**config.mk**
```make
export PLATFORM = sky130hd
export DESIGN_NAME = lcg_random_with_ball_sampling
export DESIGN_NICKNAME = d
export VERILOG_FILES = /design/src/hdl/lcgball_pkg.sv /design/src/hdl/lcgball_mul.sv /design/src/hdl/lcg_random_with_ball_sampling.sv
export VERILOG_INCLUDE_DIRS = /design/src /design/src/hdl
export SDC_FILE = /design/constraint.sdc
export NUM_CORES = 1
export LEC_CHECK = 0
export BUFFER_PORTS_ARGS = -buffer_cell sky130_fd_sc_hd__buf_2
export CAP_MARGIN = 30
export CORE_UTILIZATION = 63
export CTS_CLUSTER_DIAMETER = 200
export DETAILED_ROUTE_END_ITERATION = 8
export GPL_TIMING_DRIVEN = 0
export PLACE_DENSITY = 0.82
export SLEW_MARGIN = 20
export SYNTH_ARGS = -nofsm -noshare
export SYNTH_HDL_FRONTEND = slang
export SYNTH_SLANG_ARGS = --single-unit
export TNS_END_PERCENT = 1
```
**constraint.sdc**
```tcl
create_clock -name i_clk -period 10.28 [get_ports i_clk]
set_input_delay 1.542 -clock i_clk [delete_from_list [all_inputs] [get_ports i_clk]]
set_output_delay 1.542 -clock i_clk [all_outputs]
set_load 0.1 [all_outputs]
```
**src/hdl/lcg_random_with_ball_sampling_assert.svh**
```systemverilog
// assertion macros for the lcg sampler
`ifndef LCG_RANDOM_WITH_BALL_SAMPLING_ASSERT_SVH
`define LCG_RANDOM_WITH_BALL_SAMPLING_ASSERT_SVH

// same-cycle implication
`define LCGB_ASSERT_IMP(name, ante, cons) \
    name: assert property (@(posedge i_clk) disable iff (!i_rst_n) (ante) |-> (cons)) \
        else $error("%m: implication failed");

// next-cycle implication
`define LCGB_ASSERT_NXT(name, ante, cons) \
    name: assert property (@(posedge i_clk) disable iff (!i_rst_n) (ante) |=> (cons)) \
        else $error("%m: next-cycle implication failed");

`endif

```
**src/hdl/lcgball_pkg.sv**
```systemverilog
package lcgball_pkg;

    localparam int DRAW_BITS = 15;
    localparam int DRAW_LSB  = 16;
    localparam int CW        = DRAW_BITS + 2;
    localparam int SQW       = 2 * DRAW_BITS;
    localparam int AW        = SQW + 2;

    localparam logic [DRAW_BITS-1:0] DRAW_MAX = {DRAW_BITS{1'b1}};
    localparam logic [63:0] DRAW_MAX64 = 64'((64'd1 << DRAW_BITS) - 64'd1);
    localparam logic [AW-1:0] LIMIT = AW'(DRAW_MAX64 * DRAW_MAX64);

    localparam logic [31:0] LCG_MUL = 32'd214013;
    localparam logic [31:0] LCG_ADD = 32'd2531011;

    localparam logic [1:0] OP_RAW   = 2'd0;
    localparam logic [1:0] OP_RANGE = 2'd1;
    localparam logic [1:0] OP_BALL  = 2'd2;
    localparam logic [1:0] OP_DISC  = 2'd3;

    typedef struct packed {
        logic [1:0]  operation;
        logic [15:0] range_n;
    } t_in;

    typedef struct packed {
        logic [15:0]        value;
        logic signed [15:0] vec_x;
        logic signed [15:0] vec_y;
        logic signed [15:0] vec_z;
    } t_out;

    function automatic logic signed [15:0] sat16(input logic signed [CW-1:0] v);
        logic signed [31:0] w;
        logic signed [15:0] r;
        w = 32'(v);
        if (w > 32'sd32767) begin
            r = 16'sd32767;
        end else if (w < -32'sd32767) begin
            r = -16'sd32767;
        end else begin
            r = 16'(w);
        end
        return r;
    endfunction

endpackage

```
**src/hdl/lcgball_mul.sv**
```systemverilog
module lcgball_mul (
    input  logic        i_clk,
    input  logic [31:0] i_a,
    input  logic [31:0] i_b,
    output logic [31:0] o_p
);

    logic [31:0] w_prod;
    logic [31:0] r_p;

    // low word of the product only
    assign w_prod = i_a * i_b;

    always_ff @(posedge i_clk) begin
        r_p <= w_prod;
    end

    assign o_p = r_p;

endmodule

```
**src/hdl/lcg_random_with_ball_sampling.sv**
```systemverilog
// path from transfer in to result valid: raw goes draw, output; ranged draw, range,
// quotient, output; ball, disc: draw, square, accumulate per axis, retried per try.
// one item at a time: the next transfer in is taken the cycle after the result is
// loaded; a full output register adds its wait.
// synchronous active-low reset clears the generator state to zero and
// empties the output register; no clearing pass.
`include "lcg_random_with_ball_sampling_assert.svh"

module lcg_random_with_ball_sampling (
    input  logic               i_clk,
    input  logic               i_rst_n,
    input  logic               i_seed_we,
    input  logic [31:0]        i_seed_wdata,
    input  logic               i_in_valid,
    output logic               o_in_ready,
    input  lcgball_pkg::t_in   i_in_data,
    output logic               o_out_valid,
    input  logic               i_out_ready,
    output lcgball_pkg::t_out  o_out_data
);

    typedef enum logic [2:0] {
        S_IDLE,
        S_DRAW,
        S_SQ,
        S_ACC,
        S_RANGE,
        S_RQ,
        S_OUT
    } t_fsm;

    t_fsm r_fsm;

    logic [31:0]                         r_state;
    logic [1:0]                          r_op;
    logic [15:0]                         r_n;
    logic [1:0]                          r_idx;
    logic [lcgball_pkg::AW-1:0]          r_acc;
    logic [15:0]                         r_value;
    logic signed [15:0]                  r_x;
    logic signed [15:0]                  r_y;
    logic signed [15:0]                  r_z;
    logic                                r_out_valid;
    lcgball_pkg::t_out                   r_out;

    logic [31:0]                         w_mul_a;
    logic [31:0]                         w_mul_b;
    logic [31:0]                         w_mul_q;
    logic [31:0]                         w_state_nxt;
    logic [lcgball_pkg::DRAW_BITS-1:0]   w_draw;
    logic [lcgball_pkg::DRAW_BITS-1:0]   w_draw_nxt;
    logic signed [lcgball_pkg::CW-1:0]   w_coord;
    logic signed [lcgball_pkg::CW-1:0]   w_coord_neg;
    logic [lcgball_pkg::DRAW_BITS-1:0]   w_mag;
    logic [lcgball_pkg::AW-1:0]          w_sum;
    logic [1:0]                          w_last;
    logic                                w_out_free;

    assign w_draw      = r_state[lcgball_pkg::DRAW_LSB +: lcgball_pkg::DRAW_BITS];
    assign w_state_nxt = w_mul_q + lcgball_pkg::LCG_ADD;
    assign w_draw_nxt  = w_state_nxt[lcgball_pkg::DRAW_LSB +: lcgball_pkg::DRAW_BITS];
    assign w_coord     = $signed({1'b0, w_draw, 1'b0})
                       - $signed(lcgball_pkg::CW'(lcgball_pkg::DRAW_MAX));
    assign w_coord_neg = -w_coord;
    assign w_mag       = w_coord[lcgball_pkg::CW-1]
                       ? lcgball_pkg::DRAW_BITS'(w_coord_neg)
                       : lcgball_pkg::DRAW_BITS'(w_coord);
    assign w_sum       = r_acc + lcgball_pkg::AW'(w_mul_q[lcgball_pkg::SQW-1:0]);
    assign w_last      = (r_op == lcgball_pkg::OP_BALL) ? 2'd2 : 2'd1;
    assign w_out_free  = !r_out_valid || i_out_ready;

    // operand select for the shared multiplier
    always_comb begin
        w_mul_a = r_state;
        w_mul_b = lcgball_pkg::LCG_MUL;
        case (r_fsm)
            S_SQ: begin
                w_mul_a = 32'(w_mag);
                w_mul_b = 32'(w_mag);
            end
            S_RANGE: begin
                w_mul_a = 32'(w_draw);
                w_mul_b = 32'(r_n);
            end
            default: begin
                w_mul_a = r_state;
                w_mul_b = lcgball_pkg::LCG_MUL;
            end
        endcase
    end

    lcgball_mul u_mul (
        .i_clk (i_clk),
        .i_a   (w_mul_a),
        .i_b   (w_mul_b),
        .o_p   (w_mul_q)
    );

    always_ff @(posedge i_clk) begin
        if (!i_rst_n) begin
            r_fsm       <= S_IDLE;
            r_state     <= '0;
            r_op        <= lcgball_pkg::OP_RAW;
            r_n         <= '0;
            r_idx       <= '0;
            r_acc       <= '0;
            r_out_valid <= 1'b0;
        end else begin
            if (i_seed_we) begin
                r_state <= i_seed_wdata;
            end else if (r_fsm == S_DRAW) begin
                r_state <= w_state_nxt;
            end
            if ((r_fsm == S_OUT) && w_out_free) begin
                r_out_valid <= 1'b1;
            end else if (i_out_ready) begin
                r_out_valid <= 1'b0;
            end
            case (r_fsm)
                S_IDLE: begin
                    if (i_in_valid) begin
                        r_op    <= i_in_data.operation;
                        r_n     <= i_in_data.range_n;
                        r_idx   <= '0;
                        r_acc   <= '0;
                        r_value <= '0;
                        r_x     <= '0;
                        r_y     <= '0;
                        r_z     <= '0;
                        r_fsm   <= S_DRAW;
                    end
                end
                S_DRAW: begin
                    case (r_op)
                        lcgball_pkg::OP_RAW: begin
                            r_value <= 16'(w_draw_nxt);
                            r_fsm   <= S_OUT;
                        end
                        lcgball_pkg::OP_RANGE: begin
                            r_fsm <= S_RANGE;
                        end
                        default: begin
                            r_fsm <= S_SQ;
                        end
                    endcase
                end
                S_SQ: begin
                    if (r_idx == 2'd0) begin
                        r_x <= lcgball_pkg::sat16(w_coord);
                    end else if (r_idx == 2'd1 && r_op == lcgball_pkg::OP_DISC) begin
                        r_z <= lcgball_pkg::sat16(w_coord);
                    end else if (r_idx == 2'd1) begin
                        r_y <= lcgball_pkg::sat16(w_coord);
                    end else begin
                        r_z <= lcgball_pkg::sat16(w_coord);
                    end
                    r_fsm <= S_ACC;
                end
                S_ACC: begin
                    // next lcg step is issued from this state
                    if (r_idx != w_last) begin
                        r_acc <= w_sum;
                        r_idx <= r_idx + 2'd1;
                        r_fsm <= S_DRAW;
                    end else if (w_sum > lcgball_pkg::LIMIT) begin
                        r_acc <= '0;
                        r_idx <= '0;
                        r_fsm <= S_DRAW;
                    end else begin
                        r_acc <= w_sum;
                        r_fsm <= S_OUT;
                    end
                end
                S_RANGE: begin
                    r_fsm <= S_RQ;
                end
                S_RQ: begin
                    r_value <= 16'(w_mul_q >> lcgball_pkg::DRAW_BITS);
                    r_fsm   <= S_OUT;
                end
                S_OUT: begin
                    if (w_out_free) begin
                        r_out.value <= r_value;
                        r_out.vec_x <= r_x;
                        r_out.vec_y <= r_y;
                        r_out.vec_z <= r_z;
                        r_fsm       <= S_IDLE;
                    end
                end
                default: begin
                    r_fsm <= S_IDLE;
                end
            endcase
        end
    end

    assign o_in_ready  = (r_fsm == S_IDLE);
    assign o_out_valid = r_out_valid;
    assign o_out_data  = r_out;

    `LCGB_ASSERT_NXT(a_busy_after_transfer, i_in_valid && o_in_ready, !o_in_ready)
    `LCGB_ASSERT_IMP(a_point_inside, (r_fsm == S_OUT) && (r_op == lcgball_pkg::OP_BALL || r_op == lcgball_pkg::OP_DISC), r_acc <= lcgball_pkg::LIMIT)
    `LCGB_ASSERT_IMP(a_value_excludes_point, o_out_valid && (o_out_data.value != 16'd0), (o_out_data.vec_x == 16'sd0) && (o_out_data.vec_y == 16'sd0) && (o_out_data.vec_z == 16'sd0))

endmodule

```
==> flow_metrics.tcl, run 1 <==
set metrics [dict create \
    status "completed" \
    worst-endpoint-arrival_ps 10080 \
    finalSetupTns_ps 0 \
    nets 3041 \
    post_cts_repair_timing_setup_buffer_count 0 \
    worst-path-max-fanout 10 \
    netlist_instances 2380 \
    post_syn_area_per_cell_um2 9.51 \
    avgViaCountPerCell 5.95 \
    synth_warnings 0 \
    postSynthRegisterBits 246 \
    worstSkewPairLatency_ps 580 \
    grt_start_max_net_pins 26 \
    postRouteAntennaNets 0 \
    max_slew.worst_pin.slew_ps 1210 \
    slew_viol_final 0 \
    layout_worst_path_cycle_share_pct 93.8 \
    final.fill_count 2668 \
    dp_hpwl_um 53600 \
    post_synth_num_cell_types 79 \
    layout_min_cycle_time_ps 9640 \
    top_level_ports 121 \
    clock_tree_from_tritoncts "yes" \
    drtIter0Drc 1729 \
    critPathSlowestCell "sky130_fd_sc_hd__o41ai_2" \
    timing.critical_path.required_ps 10710 \
    synth.yosys.seq_area_share_pct 27.4 \
    drc 0 \
    slew_headroom_pct 19.3 \
    sinks_on_the_clock_net 246 \
    placement.io_buffers 119 \
    worst_clock_skew_ps 20.6 \
    multi_input_area_um2 14700 \
    async_flop_share_pct 0 \
    met2_usage_pct 58.3 \
    hold_violation_count_in_the_final_report 0 \
    clock_slew_seen_by_the_registers_of_the_worst_setup_and_hold_paths_ps 60 \
    rsz_0062_raised_after_global_routing "no" \
    maxClockFrequency_mhz 104 \
    die_y_um 192 \
    dieWidth_um 192 \
    critical-path-max-stage-delay_ps 680 \
    vias 18100 \
    layout-area-overhead-vs-synth_pct 10.6 \
    criticalPathCategory "reg2reg" \
    initial_utilization_pct 63.8 \
    routabilityCongestion 1.02 \
    hold_path.class "reg2reg" \
    cts_h_tree_lvls 1 \
    post_synth_main_area_contributors "sky130_fd_sc_hd__fa_1 (28%), sky130_fd_sc_hd__edfxtp_1 (17%), sky130_fd_sc_hd__dfxtp_1 (10%)" \
    detail_route.wl_per_cell_um 21.8 \
    setup_viol_count_final 0 \
    max-cap-violations 0 \
    placementRows 69 \
    cts.hold.buffers_added 0 \
    detailedRoute.firstPassIterationCount 6 \
    cts_buffers 27 \
    biggest_area_consumer_among_synthesized_cells "sky130_fd_sc_hd__fa_1" \
    sequential_standard_cell_area_um2 6210 \
    synth_area_um2 22600 \
    grt.met1_usage_pct 51.0 \
    grt_most_used_layer "met2" \
    netlist_top_cells_count "sky130_fd_sc_hd__inv_1 (389), sky130_fd_sc_hd__fa_1 (318), sky130_fd_sc_hd__nand2_1 (318), sky130_fd_sc_hd__nor2_1 (203), sky130_fd_sc_hd__edfxtp_1 (128)" \
    globalRouteMet3Util_pct 6.30 \
    cp_endpoint_kind "register" \
    synthFlopType "sky130_fd_sc_hd__edfxtp_1" \
    grt_antenna_before_repair 2 \
    cts-root-to-sink-buffers 3 \
    first_global_vias 18300 \
    fp.dieArea_um2 36700 \
    overflow 0 \
    proportion_of_layout_cells_with_a_drive_suffix_above_1_pct 9.63 \
    timing.critical_path.from_type "register" \
    wirelength_um 66400 \
    synth_enable_flop_cells 128 \
    post-synth-top-count-cell "sky130_fd_sc_hd__inv_1" \
    floorplan.core_area_um2 35500 \
    post-synth-top-area-fraction_pct 28.1 \
    grt_pass1_wl_um 103000 \
    cts-root-buf "sky130_fd_sc_hd__clkbuf_16" \
    grt_usage_pct 37.6 \
]
[area by class of cell]
type | instances | share of cell area (%)
diodes | 2 | 0.0200
well taps | 461 | 2.30
flip-flops and latches | 246 | 24.8
inverters | 390 | 5.85
plain buffers | 105 | 1.78
clock inverters | 18 | 0.630
multi-input cells | 1665 | 58.8
repair buffers | 131 | 2.93
clock buffers | 31 | 2.92
[cells in the final DEF, fill, tap and decap left out, types with 39 or more instances in the layout]
master                       n
sky130_fd_sc_hd__nor2_1    201
sky130_fd_sc_hd__clkbuf_1   85
sky130_fd_sc_hd__dfxtp_1   118
sky130_fd_sc_hd__ha_1      102
sky130_fd_sc_hd__nand2_1   318
sky130_fd_sc_hd__a21oi_1   104
sky130_fd_sc_hd__edfxtp_1  128
sky130_fd_sc_hd__buf_2     128
sky130_fd_sc_hd__inv_1     389
sky130_fd_sc_hd__xnor2_1    71
sky130_fd_sc_hd__fa_1      318
sky130_fd_sc_hd__xor2_1     39
[metal layers]
layer,vias to the layer above,wire (um)
met5,-,10
met4,2,3760
met3,223,6350
met2,993,29900
met1,8913,26300
li1,8018,-
[through the flow]
step | instance area [um2] | hold WS [ps] | setup slack, ps | util [%] | std cells
after floorplan | 22700 | 400 | 2500 | - | 2406
after global placement | 23900 | 401 | 76.5 | 67.4 | 2986
after detailed placement | 24100 | 405 | 242 | 68.0 | 2998
after CTS | 25000 | 411 | 155 | 70.5 | 3047
after global routing | 25000 | 419 | 234 | 70.5 | 3048
final | 25000 | 412 | 638 | 70.5 | 3049
[critical path, delay by kind of cell (launching register included)]
kind	cells	cell delay (ps)
compound gates	5	1470
xor+xnor	1	200
simple gates	10	2310
flops	1	320
buf+inv	9	1780
fa+ha+maj	7	3410
[logic make-up after synthesis]
group	after synthesis	synth area share [%]
xor+xnor	110	4.26
mux	13	0.586
simple gates	708	13.8
fa+ha+maj	420	33.8
compound gates	386	11.7
other cells	2	0.0332
flops	246	27.4
buf+inv	495	8.44
[flip-flops by register name, indices dropped and copies added, names as in the netlist]
register     cells
o_out_data      64
r_acc           32
r_state         31
u_mul.o_p       31
r_n             16
r_value         16
r_x             16
r_y             16
r_z             16
r_fsm            3
r_idx            2
r_op             2
o_out_valid      1
[final timing paths]
kind,startpoint,end,slack [ps],cells past startpoint
min,r_y[13],o_out_data[29],410,0
max,r_fsm[2],u_mul.o_p[30],640,32
max reg2reg,r_fsm[2],u_mul.o_p[30],640,32
min reg2reg,r_y[13],o_out_data[29],410,0
[repair_timing]
action,CTS,global route
endpoints found under the setup margin,0,1
hold endpoints to repair,0,0
gates resized for setup,0,1
Power of run 1 is left out: the tool's default activity adds up to more than one toggle a clock period on the data nets, which glitch-free logic cannot reach.
==> run 2: changes to the inputs <==
--- a/config.mk
+++ b/config.mk
@@ -8,6 +8,7 @@
 export LEC_CHECK = 0
 export BUFFER_PORTS_ARGS = -buffer_cell sky130_fd_sc_hd__buf_2
 export CAP_MARGIN = 30
+export CORE_MARGIN = 4
 export CORE_UTILIZATION = 63
 export CTS_CLUSTER_DIAMETER = 200
 export DETAILED_ROUTE_END_ITERATION = 8
==> flow_metrics.tcl, run 2 (synthesis gave the netlist of run 1 again) <==
set metrics [dict create \
    status "completed" \
    placement.io_buffers 119 \
    layout_min_cycle_time_ps 9400 \
    placementRows 69 \
    layout_worst_path_cycle_share_pct 91.4 \
    max-cap-violations 0 \
    maxClockFrequency_mhz 106 \
    post_cts_resize_count 0 \
    mostFrequentLayoutCell "sky130_fd_sc_hd__inv_1" \
    sequential_standard_cell_area_um2 6210 \
    worst_path_dominant_cell_family "adder cells" \
    layout-area-overhead-vs-synth_pct 10.0 \
    timing.rr.start "r_fsm[2]" \
    clock_slew_seen_by_the_registers_of_the_worst_setup_and_hold_paths_ps 70 \
    final.fill_count 2597 \
    ff2ff_setup_slack_ps 880 \
    routabilityCongestion 1.05 \
    grt_start_max_net_pins 24 \
    die_y_um 198 \
    vias 18000 \
    sinks_on_the_clock_net 246 \
    commonest_cells_after_routing_fill_and_taps_aside "sky130_fd_sc_hd__inv_1 (389), sky130_fd_sc_hd__nand2_1 (318), sky130_fd_sc_hd__fa_1 (318), sky130_fd_sc_hd__nor2_1 (202), sky130_fd_sc_hd__buf_2 (129)" \
    timing.critical_path.required_ps 10710 \
    grt_pass1_wl_um 103000 \
    detailedRoute.firstPassIterationCount 6 \
    initial_utilization_pct 63.8 \
    worst-endpoint-arrival_ps 9830 \
    worst_setup_path_endpoint "u_mul.o_p[30]" \
    proportion_of_layout_cells_with_a_drive_suffix_above_1_pct 9.06 \
    rsz_0062_raised_after_global_routing "no" \
    drtIter0Drc 2005 \
    worst-path-max-fanout 10 \
    avgViaCountPerCell 5.91 \
    postRouteAntennaNets 0 \
    overflow 0 \
    cts-root-buf "sky130_fd_sc_hd__clkbuf_16" \
    cp_num_buf_inv 10 \
    slew_headroom_pct 23.1 \
    timing.critical_path.from_type "register" \
    critical-path-max-stage-delay_ps 630 \
    fp.dieArea_um2 39000 \
    clock_tree_from_tritoncts "yes" \
    multi_input_area_um2 14700 \
    hold_path.class "reg2reg" \
    max_slew.worst_pin.slew_ps 1150 \
    worst_clock_skew_ps 51.1 \
    slew_viol_final 0 \
    nets 3040 \
    detail_route.wl_per_cell_um 21.5 \
    cts-root-to-sink-buffers 3 \
    finalSetupTns_ps 0 \
    cts.hold.buffers_added 0 \
    cts_buffers 25 \
    floorplan.core_area_um2 35500 \
    hold_violation_count_in_the_final_report 0 \
    dp_hpwl_um 52700 \
    wirelength_um 65400 \
    worstReg2RegEnd "u_mul.o_p[30]" \
    grt_antenna_before_repair 1 \
    cp.depth 33 \
    timing.critical_path.from "r_fsm[2]" \
    top_level_ports 121 \
    drc 0 \
    post_cts_repair_timing_setup_buffer_count 0 \
    setup_viol_count_final 0 \
    worstSkewPairLatency_ps 570 \
    first_global_vias 18500 \
    dieWidth_um 198 \
    criticalPathCategory "reg2reg" \
    r2r_cells 33 \
    grt_usage_pct 34.1 \
    critPathSlowestCell "sky130_fd_sc_hd__nor2_1" \
    cp_endpoint_kind "register" \
    cts_h_tree_lvls 1 \
    largest_reg_flops 64 \
]
[run 2: cell types whose count changed in the layout (fill, tap and decap cells not counted), moves of 2 or more]
cell / change
sky130_fd_sc_hd__clkbuf_1: +4
sky130_fd_sc_hd__a211oi_2: -6
sky130_fd_sc_hd__clkinv_2: -3
sky130_fd_sc_hd__clkinv_4: -2
sky130_fd_sc_hd__a211oi_1: +6
sky130_fd_sc_hd__diode_2: +2
sky130_fd_sc_hd__clkbuf_16: -3
sky130_fd_sc_hd__clkinvlp_4: -2
sky130_fd_sc_hd__clkbuf_8: +2
[run 2: worst min path at each step]
stage / to / startpoint / slack (ps) / depth (start not counted)
after floorplan: o_out_data[0] / r_z[0] / 400 / 0
after global placement: o_out_data[20] / r_y[4] / 400 / 0
after detailed placement: o_out_data[63] / r_value[15] / 400 / 0
after CTS: o_out_data[52] / r_value[4] / 390 / 0
after global routing: o_out_data[52] / r_value[4] / 410 / 0
final: o_out_data[53] / r_value[5] / 400 / 0
[run 2: per-stage QoR]
step / hold WS [ps] / area, um2 / setup slack (ps) / utilization (%) / cells
floorplan: 400 / 22700 / 2500 / - / 2406
detailed placement: 405 / 24100 / 1050 / 67.9 / 2998
global route: 408 / 24900 / 293 / 70.2 / 3046
finish: 396 / 24900 / 882 / 70.2 / 3049
global placement: 401 / 23900 / 224 / 67.4 / 2986
CTS: 393 / 24900 / 987 / 70.2 / 3044
[run 2: worst register-to-register path: cells and delay by family (launching register included)]
kind,cells,cell delay [ps]
buf+inv,10,1950
flops,1,310
fa+ha+maj,7,3350
compound gates,5,1050
xor+xnor,1,190
simple gates,10,2430
[run 2: cell type report]
cell class / instances / area share, %
Timing Repair Buffer: 132 / 2.94
Tap cell: 461 / 2.32
Antenna cell: 4 / 0.0402
Sequential cell: 246 / 24.9
Buffer: 105 / 1.79
Clock inverter: 12 / 0.432
Multi-Input combinational cell: 1665 / 58.9
Clock buffer: 34 / 2.81
Inverter: 390 / 5.88
[run 2: metal layers]
| metal | global-route usage, % | up-vias | share of wire [%] |
|---|---|---|---|
| met5 | 0 | - | 0 |
| met4 | 15.0 | 0 | 5.7 |
| met3 | 6.52 | 227 | 11 |
| met2 | 53.8 | 1083 | 45 |
| met1 | 46.5 | 8715 | 38 |
| li1 | - | 7996 | - |
Power of run 2 is left out for the same reason.
